==> src/design/crsa_pkg.sv <==
// ----------------------------------------------------------------------------
// crsa_pkg
// shared types and codes for the contiguous ring span allocator
// ----------------------------------------------------------------------------
`timescale 1ns / 1ps
`default_nettype none

package crsa_pkg;

   localparam int CMD_W  = 3;
   localparam int LEN_W  = 17;
   localparam int OFF_W  = 16;
   localparam int STAT_W = 3;
   localparam int ARITH_W = 18;

   localparam logic [CMD_W-1:0] CMD_RESERVE = 3'd0;
   localparam logic [CMD_W-1:0] CMD_COMMIT  = 3'd1;
   localparam logic [CMD_W-1:0] CMD_GET     = 3'd2;
   localparam logic [CMD_W-1:0] CMD_RELEASE = 3'd3;
   localparam logic [CMD_W-1:0] CMD_CLEAR   = 3'd4;

   localparam logic [STAT_W-1:0] STAT_OK        = 3'd0;
   localparam logic [STAT_W-1:0] STAT_REFUSED   = 3'd1;
   localparam logic [STAT_W-1:0] STAT_OVERFLOW  = 3'd2;
   localparam logic [STAT_W-1:0] STAT_UNDERFLOW = 3'd3;
   localparam logic [STAT_W-1:0] STAT_EMPTY     = 3'd4;

   typedef enum logic [1:0] {
      ST_IDLE,
      ST_EXEC,
      ST_RESP
   } state_type;

   typedef struct packed {
      logic capture;
      logic execute;
   } ctrl_type;

endpackage

`default_nettype wire

==> src/design/crsa_controller.sv <==
// ----------------------------------------------------------------------------
// crsa_controller
// sequences one word at a time: capture, execute, hold the result
// ----------------------------------------------------------------------------
`timescale 1ns / 1ps
`default_nettype none

module crsa_controller
   import crsa_pkg::*;
(
   input  wire logic     clock,
   input  wire logic     reset,
   input  wire logic     req_valid,
   output logic          req_ready,
   output logic          rsp_valid,
   input  wire logic     rsp_ready,
   output ctrl_type      ctrl
);

   state_type state_ff, state_in;

   always_ff @(posedge clock) begin
      if (reset) begin
         state_ff <= ST_IDLE;
      end else begin
         state_ff <= state_in;
      end
   end

   always_comb begin
      state_in = state_ff;
      case (state_ff)
         ST_IDLE: begin
            if (req_valid) state_in = ST_EXEC;
         end
         ST_EXEC: begin
            state_in = ST_RESP;
         end
         ST_RESP: begin
            if (rsp_ready) state_in = ST_IDLE;
         end
         default: begin
            state_in = ST_IDLE;
         end
      endcase
   end

   always_comb begin
      req_ready    = 1'b0;
      rsp_valid    = 1'b0;
      ctrl.capture = 1'b0;
      ctrl.execute = 1'b0;
      case (state_ff)
         ST_IDLE: begin
            req_ready    = 1'b1;
            ctrl.capture = req_valid;
         end
         ST_EXEC: begin
            ctrl.execute = 1'b1;
         end
         ST_RESP: begin
            rsp_valid = 1'b1;
         end
         default: begin
            req_ready = 1'b0;
         end
      endcase
   end

endmodule

`default_nettype wire

==> src/design/crsa_datapath.sv <==
// ----------------------------------------------------------------------------
// crsa_datapath
// offset, wrap mark and in-use count registers with the command arithmetic
// ----------------------------------------------------------------------------
`timescale 1ns / 1ps
`default_nettype none

module crsa_datapath
   import crsa_pkg::*;
#(
   parameter int MAX_BYTES = 65536
) (
   input  wire logic               clock,
   input  wire logic               reset,
   input  wire ctrl_type           ctrl,
   input  wire logic               csr_write_enable,
   input  wire logic [LEN_W-1:0]   csr_write_data,
   input  wire logic [CMD_W-1:0]   req_command,
   input  wire logic [LEN_W-1:0]   req_length,
   output logic                    rsp_ok,
   output logic [OFF_W-1:0]        rsp_span_offset,
   output logic [LEN_W-1:0]        rsp_span_length,
   output logic [STAT_W-1:0]       rsp_status
);

   localparam int LEN_MAX = (1 << LEN_W) - 1;
   localparam int CLAMP   = (MAX_BYTES < LEN_MAX) ? MAX_BYTES : LEN_MAX;
   localparam int SW      = $clog2(CLAMP + 1);
   localparam int RST_BS  = (MAX_BYTES < 65536) ? MAX_BYTES : 65536;
   localparam logic [ARITH_W-1:0] CLAMP_A = ARITH_W'(CLAMP);
   localparam logic [ARITH_W-1:0] MIN_A   = ARITH_W'(2);

   logic [SW-1:0]      bs_ff, wo_ff, ro_ff, wm_ff, used_ff;
   logic [SW-1:0]      wo_in, ro_in, wm_in, used_in;
   logic [CMD_W-1:0]   cmd_ff;
   logic [LEN_W-1:0]   len_ff;
   logic               ok_ff, ok_in;
   logic [OFF_W-1:0]   off_ff, off_in;
   logic [LEN_W-1:0]   slen_ff, slen_in;
   logic [STAT_W-1:0]  stat_ff, stat_in;

   logic [ARITH_W-1:0] bs, wo, ro, wm, used, n;
   logic [ARITH_W-1:0] cfg_v, used_sum, wo_sum, bs_m1;
   logic [ARITH_W-1:0] ro_g, wm_g, avail, cap, glen, ro_next;
   logic               refuse, fits, wrapped;

   assign bs    = ARITH_W'(bs_ff);
   assign wo    = ARITH_W'(wo_ff);
   assign ro    = ARITH_W'(ro_ff);
   assign wm    = ARITH_W'(wm_ff);
   assign used  = ARITH_W'(used_ff);
   assign n     = ARITH_W'(len_ff);
   assign bs_m1 = bs - ARITH_W'(1);

   // config value clamped into range
   always_comb begin
      cfg_v = ARITH_W'(csr_write_data);
      if (cfg_v < MIN_A) cfg_v = MIN_A;
      if (cfg_v > CLAMP_A) cfg_v = CLAMP_A;
   end

   assign used_sum = used + n;
   assign refuse   = used_sum > bs;
   assign wo_sum   = wo + n;
   assign fits     = wo_sum <= bs_m1;

   // get span: wrap the read side first, then cap by count, request and room to the wrap mark
   assign wrapped = ro >= wm;
   assign ro_g    = wrapped ? '0 : ro;
   assign wm_g    = wrapped ? bs_m1 : wm;
   assign avail   = wm_g - ro_g;
   assign cap     = (used > n) ? n : used;
   assign glen    = (avail >= cap) ? cap : avail;
   assign ro_next = ro_g + glen;

   always_comb begin
      wo_in   = wo_ff;
      ro_in   = ro_ff;
      wm_in   = wm_ff;
      used_in = used_ff;
      ok_in   = 1'b0;
      off_in  = '0;
      slen_in = '0;
      stat_in = STAT_OK;
      case (cmd_ff)
         CMD_RESERVE: begin
            if (refuse) begin
               stat_in = STAT_REFUSED;
            end else if (fits) begin
               ok_in  = 1'b1;
               off_in = wo[OFF_W-1:0];
               wo_in  = wo_sum[SW-1:0];
            end else begin
               ok_in = 1'b1;
               wm_in = wo_ff;
               wo_in = n[SW-1:0];
            end
         end
         CMD_COMMIT: begin
            if (refuse) begin
               used_in = bs_ff;
               stat_in = STAT_OVERFLOW;
            end else begin
               used_in = used_sum[SW-1:0];
               ok_in   = 1'b1;
            end
         end
         CMD_RELEASE: begin
            if (n > used) begin
               used_in = '0;
               stat_in = STAT_UNDERFLOW;
            end else begin
               used_in = used_ff - n[SW-1:0];
               ok_in   = 1'b1;
            end
         end
         CMD_GET: begin
            wm_in = wm_g[SW-1:0];
            if (used_ff == '0) begin
               ro_in   = ro_g[SW-1:0];
               stat_in = STAT_EMPTY;
            end else begin
               ro_in   = ro_next[SW-1:0];
               ok_in   = 1'b1;
               off_in  = ro_g[OFF_W-1:0];
               slen_in = glen[LEN_W-1:0];
            end
         end
         CMD_CLEAR: begin
            wo_in   = '0;
            ro_in   = '0;
            wm_in   = bs_m1[SW-1:0];
            used_in = '0;
            ok_in   = 1'b1;
         end
         default: begin
            ok_in = 1'b0;
         end
      endcase
   end

   always_ff @(posedge clock) begin
      if (reset) begin
         bs_ff   <= SW'(RST_BS);
         wo_ff   <= '0;
         ro_ff   <= '0;
         wm_ff   <= SW'(RST_BS - 1);
         used_ff <= '0;
      end else if (csr_write_enable) begin
         bs_ff   <= cfg_v[SW-1:0];
         wo_ff   <= '0;
         ro_ff   <= '0;
         wm_ff   <= cfg_v[SW-1:0] - SW'(1);
         used_ff <= '0;
      end else if (ctrl.execute) begin
         wo_ff   <= wo_in;
         ro_ff   <= ro_in;
         wm_ff   <= wm_in;
         used_ff <= used_in;
      end
   end

   // request and result words
   always_ff @(posedge clock) begin
      if (ctrl.capture) begin
         cmd_ff <= req_command;
         len_ff <= req_length;
      end
      if (ctrl.execute) begin
         ok_ff   <= ok_in;
         off_ff  <= off_in;
         slen_ff <= slen_in;
         stat_ff <= stat_in;
      end
   end

   assign rsp_ok          = ok_ff;
   assign rsp_span_offset = off_ff;
   assign rsp_span_length = slen_ff;
   assign rsp_status      = stat_ff;

endmodule

`default_nettype wire

==> src/design/contiguous_ring_span_allocator.sv <==
// ----------------------------------------------------------------------------
// contiguous_ring_span_allocator
// book-keeping for a byte ring that hands out contiguous spans only
// ----------------------------------------------------------------------------
// result word: request captured in idle, computed in exec, held in resp until taken
// a new request word is taken only after the previous result word is accepted on rsp_ready
// the three-state controller handles one word at a time
// reset: synchronous, offsets and count to zero, ring size to its default
`timescale 1ns / 1ps
`default_nettype none

module contiguous_ring_span_allocator
   import crsa_pkg::*;
#(
   parameter int MAX_BYTES = 65536
) (
   input  wire logic               clock,
   input  wire logic               reset,
   input  wire logic               csr_write_enable,
   input  wire logic [LEN_W-1:0]   csr_write_data,
   input  wire logic               req_valid,
   output logic                    req_ready,
   input  wire logic [CMD_W-1:0]   req_command,
   input  wire logic [LEN_W-1:0]   req_length,
   output logic                    rsp_valid,
   input  wire logic               rsp_ready,
   output logic                    rsp_ok,
   output logic [OFF_W-1:0]        rsp_span_offset,
   output logic [LEN_W-1:0]        rsp_span_length,
   output logic [STAT_W-1:0]       rsp_status
);

   ctrl_type ctrl;

   crsa_controller u_controller (
      .clock     (clock),
      .reset     (reset),
      .req_valid (req_valid),
      .req_ready (req_ready),
      .rsp_valid (rsp_valid),
      .rsp_ready (rsp_ready),
      .ctrl      (ctrl)
   );

   crsa_datapath #(
      .MAX_BYTES (MAX_BYTES)
   ) u_datapath (
      .clock            (clock),
      .reset            (reset),
      .ctrl             (ctrl),
      .csr_write_enable (csr_write_enable),
      .csr_write_data   (csr_write_data),
      .req_command      (req_command),
      .req_length       (req_length),
      .rsp_ok           (rsp_ok),
      .rsp_span_offset  (rsp_span_offset),
      .rsp_span_length  (rsp_span_length),
      .rsp_status       (rsp_status)
   );

endmodule

`default_nettype wire

==> config.mk <==
export PLATFORM = sky130hd
export DESIGN_NAME = contiguous_ring_span_allocator
export DESIGN_NICKNAME = d
export VERILOG_FILES = /design/src/design/crsa_pkg.sv /design/src/design/crsa_controller.sv /design/src/design/crsa_datapath.sv /design/src/design/contiguous_ring_span_allocator.sv
export SDC_FILE = /design/constraint.sdc
export NUM_CORES = 1
export LEC_CHECK = 0
export BUFFER_PORTS_ARGS = -buffer_cell sky130_fd_sc_hd__buf_2
export CAP_MARGIN = 20
export CORE_MARGIN = 3
export CORE_UTILIZATION = 50
export DETAILED_ROUTE_END_ITERATION = 7
export GPL_TIMING_DRIVEN = 0
export PLACE_DENSITY = 0.72
export SETUP_SLACK_MARGIN = 0.4
export SLEW_MARGIN = 20
export SYNTH_ARGS = -nofsm -noshare
export SYNTH_HDL_FRONTEND = slang
export SYNTH_HIERARCHICAL = 1
export SYNTH_SLANG_ARGS = --single-unit
export TNS_END_PERCENT = 100
==> constraint.sdc <==
create_clock -name clock -period 14.89 [get_ports clock]
set_clock_uncertainty 0.1 [all_clocks]
set_input_delay 2.2335 -clock clock [delete_from_list [all_inputs] [get_ports clock]]
set_output_delay 2.2335 -clock clock [all_outputs]
set_load 0.05 [all_outputs]
==> impl_metrics.csv, run 1 <==
group,metric,value,unit
outcome,outcome,"complete, no violations",
routing,drc,0,
grt,grt_antenna_before_repair,0,
timing,finalHoldViolCount,0,
clocking,clock-sinks,144,
final_layout,final_nets,1888,
synth,number_of_warnings_reported_in_the_yosys_synthesis_log,6,
setup_path,crit_path_start_kind,"flop",
synth,yosys_register_bits,144,
setup_path,worst-setup-path-type,"reg -> reg",
synth,synth_fp_nets,1788,
routing,routed.top_layer,"met4",
setup_path,worstPathRequired,15140,ps
clocking,clock_insertion_delay_worst_skew,440,ps
routing,wl_per_cell,22.4,um
grt,globalRouteOverflowTotal,0,
setup_path,crit_fanout,10,
final_layout,regArea,3450,um2
synth,syn_area,13000,um2
final_layout,fraction_of_layout_cells_with_a_size_suffix_above_1,9.48,%
placed_design,finalWeightedCongestion,1.00,
routing,wl_met1,18600,um
clocking,clock_pin_slew_reported_for_the_worst_setup_and_hold_paths_after_clock_tree_synthesis,60,ps
final_layout,fin_util,56.8,%
routing,routed_wire_length,45400,um
routing,first_iter_violations,1275,
timing,transition_time_at_the_pin_with_the_least_slew_margin,1020,ps
synth,synth-edff-count,57,
worst_hold_path,timing.hold.worst_path_depth,1,
routing,final_antenna_net_count,0,
setup_path,reg2reg_slack,4200,ps
routing,wl_met3,2980,um
floorplanning,placeable_area,25400,um2
power_and_ir_drop,worst_ir_drop_vdd,0.0000648,V
floorplanning,design.die.area,28000,um2
clocking,cts.htree.levels,4,
synth,synthTopCellsByArea,"sky130_fd_sc_hd__ha_1, sky130_fd_sc_hd__dfxtp_1, sky130_fd_sc_hd__edfxtp_1, sky130_fd_sc_hd__a21oi_1, sky130_fd_sc_hd__mux2i_1",
synth,synth_area_per_cell,8.20,um2
timing,slew_headroom,31.6,%
routing,drt_pass1_iterations,6,
floorplanning,die-height,167,um
synth,yosys-top-cells-count,"sky130_fd_sc_hd__ha_1, sky130_fd_sc_hd__a21oi_1, sky130_fd_sc_hd__nor2_1",
synth,dominantRegCellSynth,"sky130_fd_sc_hd__dfxtp_1",
final_layout,filler_cell_count,2385,
grt,first_global_vias,12000,
synth,synthCells,1586,
setup_path,crit_path_top_delay_cell,"sky130_fd_sc_hd__a211oi_4",
timing,accumulated_negative_setup_slack,0,ps
worst_hold_path,min-delay-start,"u_datapath/wm_ff[3]",
grt,grt_max_degree,31,
timing,max_freq,93.5,MHz
setup_path,crit-reg2reg-launch,"u_datapath/wm_ff[2]",
final_layout,diodes,0,
power_and_ir_drop,total_power_of_the_final_layout,0.00130,W
timing,rsz0062_at_grt,"false",
synth,yosysMostFrequentCell,"sky130_fd_sc_hd__ha_1",
power_and_ir_drop,power_density,90.2,nW/um2
synth,yosys.area.top_type,"sky130_fd_sc_hd__ha_1",
floorplanning,row_count,58,
routing,wl_met2,20900,um
routing,vias,12700,
clocking,post-cts-setup-buffer-count,0,
final_layout,area_growth_from_synthesis_to_layout,11.0,%
setup_path,worst_setup_path_end_kind,"flop",
clocking,cts_made_buffers,17,
placed_design,hpwlAfterDp,36500,um
synth,async_set_reset_flop_share_out_of_synthesis,0,%
timing,setup-violations-final,0,
flow_run,cap_viol_max_count,0,
final_layout,multi_input_area,8790,um2
placed_design,port_buffers,78,
worst_hold_path,worstHoldEndpoint,"u_datapath/wm_ff[3]",
floorplanning,initial_core_util,51.2,%
floorplanning,die_x,167,um
grt,first_pass_grt_wire_length,68300,um
synth,synth.distinct_cells,86,
setup_path,critical_path.most_common_cell,"sky130_fd_sc_hd__a21oi_1",
synth,synth_seq_area_share,26.5,%
timing,timing.final.crit_period,10690,ps
clocking,post_cts.resized_instances,0,
clocking,cts-root-buf,"sky130_fd_sc_hd__clkbuf_16",
clocking,cts_max_path_buffers,2,
worst_hold_path,hold_path_class,"reg -> reg",
timing,number_of_max_slew_violations_in_the_final_report,0,
timing,final_cycle_utilization_of_the_critical_path,71.8,%
setup_path,arrival,10950,ps
setup_path,worst_r2r_path_depth,44,
clocking,cts_tree,"built",
setup_path,max_stage_delay,560,ps
power_and_ir_drop,leakage_power_figure,6.33,nW
setup_path,r2r_path_end,"u_datapath/ro_ff[16]",
synth,synth_top_cell_area_share,14.9,%
clocking,cts-hold-fix-buffers,0,
routing,viasPerCell,6.25,
floorplanning,design.portCount,81,
grt,grt.total_usage,31.4,%
==> state kept, by name, indices dropped and copies added (netlist names) <==
name / flops
u_controller/state_ff: 2
u_datapath/bs_ff: 17
u_datapath/cmd_ff: 3
u_datapath/len_ff: 17
u_datapath/ro_ff: 17
u_datapath/rsp_ok: 1
u_datapath/rsp_span_length: 17
u_datapath/rsp_span_offset: 16
u_datapath/rsp_status: 3
u_datapath/used_ff: 17
u_datapath/wm_ff: 17
u_datapath/wo_ff: 17
==> worst max-delay path by stage <==
stage,from,end,slack (ps),depth (start not counted)
after CTS,u_datapath/wm_ff[2],u_datapath/ro_ff[16],4470,44
after global placement,u_datapath/wm_ff[2],u_datapath/ro_ff[16],4660,44
after detailed placement,u_datapath/wm_ff[2],u_datapath/ro_ff[16],4550,44
after global routing,u_datapath/wm_ff[2],u_datapath/ro_ff[16],3500,44
after floorplan,u_datapath/wm_ff[2],u_datapath/ro_ff[16],6420,44
final,u_datapath/wm_ff[2],u_datapath/ro_ff[16],4200,44
==> power breakdown <==
group	switching, W	internal [W]
sequential	0.0000170	0.000427
combinational	0.000275	0.000153
clock	0.000184	0.000247
total	0.000476	0.000826
==> per-layer routing <==
metal	global-route usage (%)	vias up
li1	-	5929
met1	39.1	6029
met5	0	-
met3	4.60	127
met4	17.8	0
met2	52.1	587
==> critical path, delay by kind of cell, from the launching register on <==
kind,cells,cell delay (ps)
flops,1,340
xor+xnor,1,210
simple gates,5,730
buf+inv,5,1370
mux,3,880
fa+ha+maj,5,1630
compound gates,25,5340
==> cell type report <==
| cell class | instances | share of cell area [%] |
|---|---|---|
| tap | 330 | 2.86 |
| sequential | 144 | 23.9 |
| inverter | 130 | 3.38 |
| clock buffer | 19 | 3.00 |
| buffer | 72 | 2.06 |
| clock inverter | 13 | 0.945 |
| multi-input combinational | 1240 | 60.9 |
| timing repair buffer | 81 | 2.97 |
==> cells by family (layout without fill, tap and decap cells) <==
kind of cell	count (synthesis)	count (layout)	share of synthesized area [%]
buffers and inverters	202	315	6.04
AO/OA/AOI/OAI	466	466	23.5
adder cells (fa/ha/maj)	160	160	15.7
flip-flops	144	144	26.5
XOR/XNOR	87	87	5.86
AND/OR/NAND/NOR	460	460	17.1
multiplexers	67	67	5.26
==> placed cells by master (no fill, tap or decap), types with 35 or more instances in the layout <==
cell | Yosys | layout
sky130_fd_sc_hd__a21oi_1 | 151 | 151
sky130_fd_sc_hd__nand3_1 | 35 | 35
sky130_fd_sc_hd__clkbuf_1 | 56 | 58
sky130_fd_sc_hd__o21ai_0 | 66 | 66
sky130_fd_sc_hd__nand2b_1 | 35 | 35
sky130_fd_sc_hd__inv_1 | 127 | 127
sky130_fd_sc_hd__buf_2 | 10 | 88
sky130_fd_sc_hd__nand2_1 | 97 | 97
sky130_fd_sc_hd__xnor2_1 | 63 | 63
sky130_fd_sc_hd__o21ai_1 | 40 | 40
sky130_fd_sc_hd__nor2_1 | 138 | 138
sky130_fd_sc_hd__ha_1 | 155 | 155
sky130_fd_sc_hd__a21o_1 | 39 | 39
sky130_fd_sc_hd__mux2i_1 | 59 | 59
sky130_fd_sc_hd__dfxtp_1 | 87 | 87
sky130_fd_sc_hd__nor3_1 | 47 | 46
sky130_fd_sc_hd__edfxtp_1 | 57 | 57
==> stage by stage <==
stage	instances	worst slack (ps)	hold WS, ps	cell area (um2)
5_1_grt	2029	3500	398	14400
2_1_floorplan	1586	6420	336	13000
6_report	2029	4200	371	14400
3_3_place_gp	1994	4660	348	13800
3_5_place_dp	1997	4550	354	13900
4_1_cts	2029	4470	367	14400
No activity file was read; power rests on OpenSTA's default activity.
==> run 2, diff against run 1 <==
Settings changed: PLACE_DENSITY 0.72 to 0.74.
Clock period 14.89 ns to 9.71 ns, I/O delays scaled along.
==> impl_metrics.csv, run 2 (synthesis results as in run 1) <==
group,metric,value,unit
timing,whs,384,ps
routing,final_antenna_net_count,0,
timing,rsz0062_at_grt,"false",
floorplanning,design.portCount,81,
setup_path,worstPathRequired,9950,ps
clocking,cts_max_path_buffers,2,
power_and_ir_drop,worst_ir_drop_vdd,0.0000881,V
timing,final_cycle_utilization_of_the_critical_path,93.0,%
clocking,cts_tree,"built",
final_layout,layout_common_cells,"sky130_fd_sc_hd__ha_1, sky130_fd_sc_hd__a21oi_1, sky130_fd_sc_hd__nor2_1",
grt,first_pass_grt_wire_length,69100,um
timing,timing.final.crit_period,9030,ps
setup_path,worst_r2r_path_depth,43,
floorplanning,row_count,58,
placed_design,port_buffers,78,
timing,slew_headroom,31.2,%
final_layout,layout.cells.most_common,"sky130_fd_sc_hd__ha_1",
floorplanning,design.die.area,28000,um2
placed_design,pre_cts_slack,-586,ps
final_layout,final_nets,1894,
clocking,clock_insertion_delay_worst_skew,430,ps
flow_run,cap_viol_max_count,0,
grt,first_global_vias,12200,
routing,drt_pass1_iterations,6,
setup_path,crit-reg2reg-launch,"u_datapath/wm_ff[1]",
timing,transition_time_at_the_pin_with_the_least_slew_margin,1020,ps
setup_path,max_stage_delay,430,ps
setup_path,arrival,9270,ps
setup_path,r2r_path_end,"u_datapath/ro_ff[16]",
power_and_ir_drop,power_density,136,nW/um2
setup_path,crit_path_start_kind,"flop",
floorplanning,initial_core_util,51.2,%
grt,grt_antenna_before_repair,0,
timing,setup_slack,678,ps
routing,first_iter_violations,1448,
setup_path,crit_fanout,10,
floorplanning,placeable_area,25400,um2
floorplanning,die_x,167,um
final_layout,fin_util,57.7,%
routing,routed_wire_length,46000,um
clocking,cts-root-buf,"sky130_fd_sc_hd__clkbuf_16",
power_and_ir_drop,total_power_of_the_final_layout,0.00199,W
floorplanning,die-height,167,um
grt,grt_max_degree,30,
grt,globalRouteOverflowTotal,0,
worst_hold_path,hold_path_class,"reg -> reg",
routing,vias,12800,
outcome,outcome,"complete, no violations",
clocking,cts-hold-fix-buffers,0,
setup_path,worst-setup-path-type,"reg -> reg",
final_layout,diodes,0,
clocking,clock_pin_slew_reported_for_the_worst_setup_and_hold_paths_after_clock_tree_synthesis,60,ps
placed_design,hpwlAfterDp,36300,um
setup_path,crit_path_top_delay_cell,"sky130_fd_sc_hd__dfxtp_1",
setup_path,crit_start,"u_datapath/wm_ff[1]",
clocking,clock-sinks,144,
final_layout,fraction_of_layout_cells_with_a_size_suffix_above_1,11.8,%
routing,viasPerCell,6.28,
clocking,cts.htree.levels,4,
grt,grt.total_usage,31.7,%
clocking,cts_made_buffers,17,
timing,finalHoldViolCount,0,
placed_design,finalWeightedCongestion,1.05,
setup_path,worst_setup_path_endpoint,"u_datapath/ro_ff[16]",
routing,wl_per_cell,22.6,um
power_and_ir_drop,leakage_power_figure,6.40,nW
timing,max_freq,111,MHz
final_layout,area_growth_from_synthesis_to_layout,12.7,%
timing,number_of_max_slew_violations_in_the_final_report,0,
timing,setup-violations-final,0,
worst_hold_path,min-delay-start,"u_datapath/wm_ff[3]",
routing,drc,0,
setup_path,reg2reg_slack,680,ps
setup_path,worst_setup_path_end_kind,"flop",
## run 2: metal layers
layer  up-vias  track usage [%]  routed length [um]
met5         -                0                   0
met4         0             20.1                3210
li1       5940                -                   -
met1      5985             40.3               18200
met2       700             50.7               20700
met3       163             4.56                3950
## run 2: worst min-delay path by stage
stage,to,slack [ps],cells after the start
floorplan,u_datapath/wm_ff[3],340,1
global placement,u_datapath/wm_ff[3],350,1
detailed placement,u_datapath/wm_ff[3],370,1
CTS,u_datapath/wm_ff[3],390,1
global route,u_datapath/wm_ff[3],410,1
finish,u_datapath/wm_ff[3],380,1
## run 2: power by group
group | internal [W] | switching [W]
Clock | 0.000349 | 0.000288
Combinational | 0.000241 | 0.000428
Sequential | 0.000654 | 0.0000267
Total | 0.00124 | 0.000743
## run 2: timing repair
item / 4_1_cts / 5_1_grt
pin swaps: 3 / 12
setup endpoints to repair: 7 / 6
resized for setup: 25 / 23
setup buffers: 4 / 2
## run 2: per-stage QoR
| stage | setup TNS [ps] | instances | instance area [um2] |
|---|---|---|---|
| 2_1_floorplan | 0 | 1586 | 13000 |
| 3_3_place_gp | -598 | 1994 | 13800 |
| 3_5_place_dp | -920 | 1997 | 13900 |
| 4_1_cts | 0 | 2033 | 14500 |
| 5_1_grt | 0 | 2035 | 14700 |
| 6_report | 0 | 2035 | 14700 |
## run 2: cell type report
type                       instances  area, um2
fill                            2368      10700
multi-input combinational       1240       8950
sequential                       144       3450
inverter                         130        488
timing repair buffer              87        478
clock buffer                      20        468
tap                              330        413
buffer                            72        328
clock inverter                    12       82.6
## run 2: critical path, delay by kind of cell (launching register included)
kind,cells,cell delay [ps]
AOI/OAI and AO/OA,25,4750
adders and majority gates,5,1480
muxes,3,810
and+or+nand+nor,5,580
buffers and inverters,4,530
DFF,1,430
xor gates and xnor gates,1,230
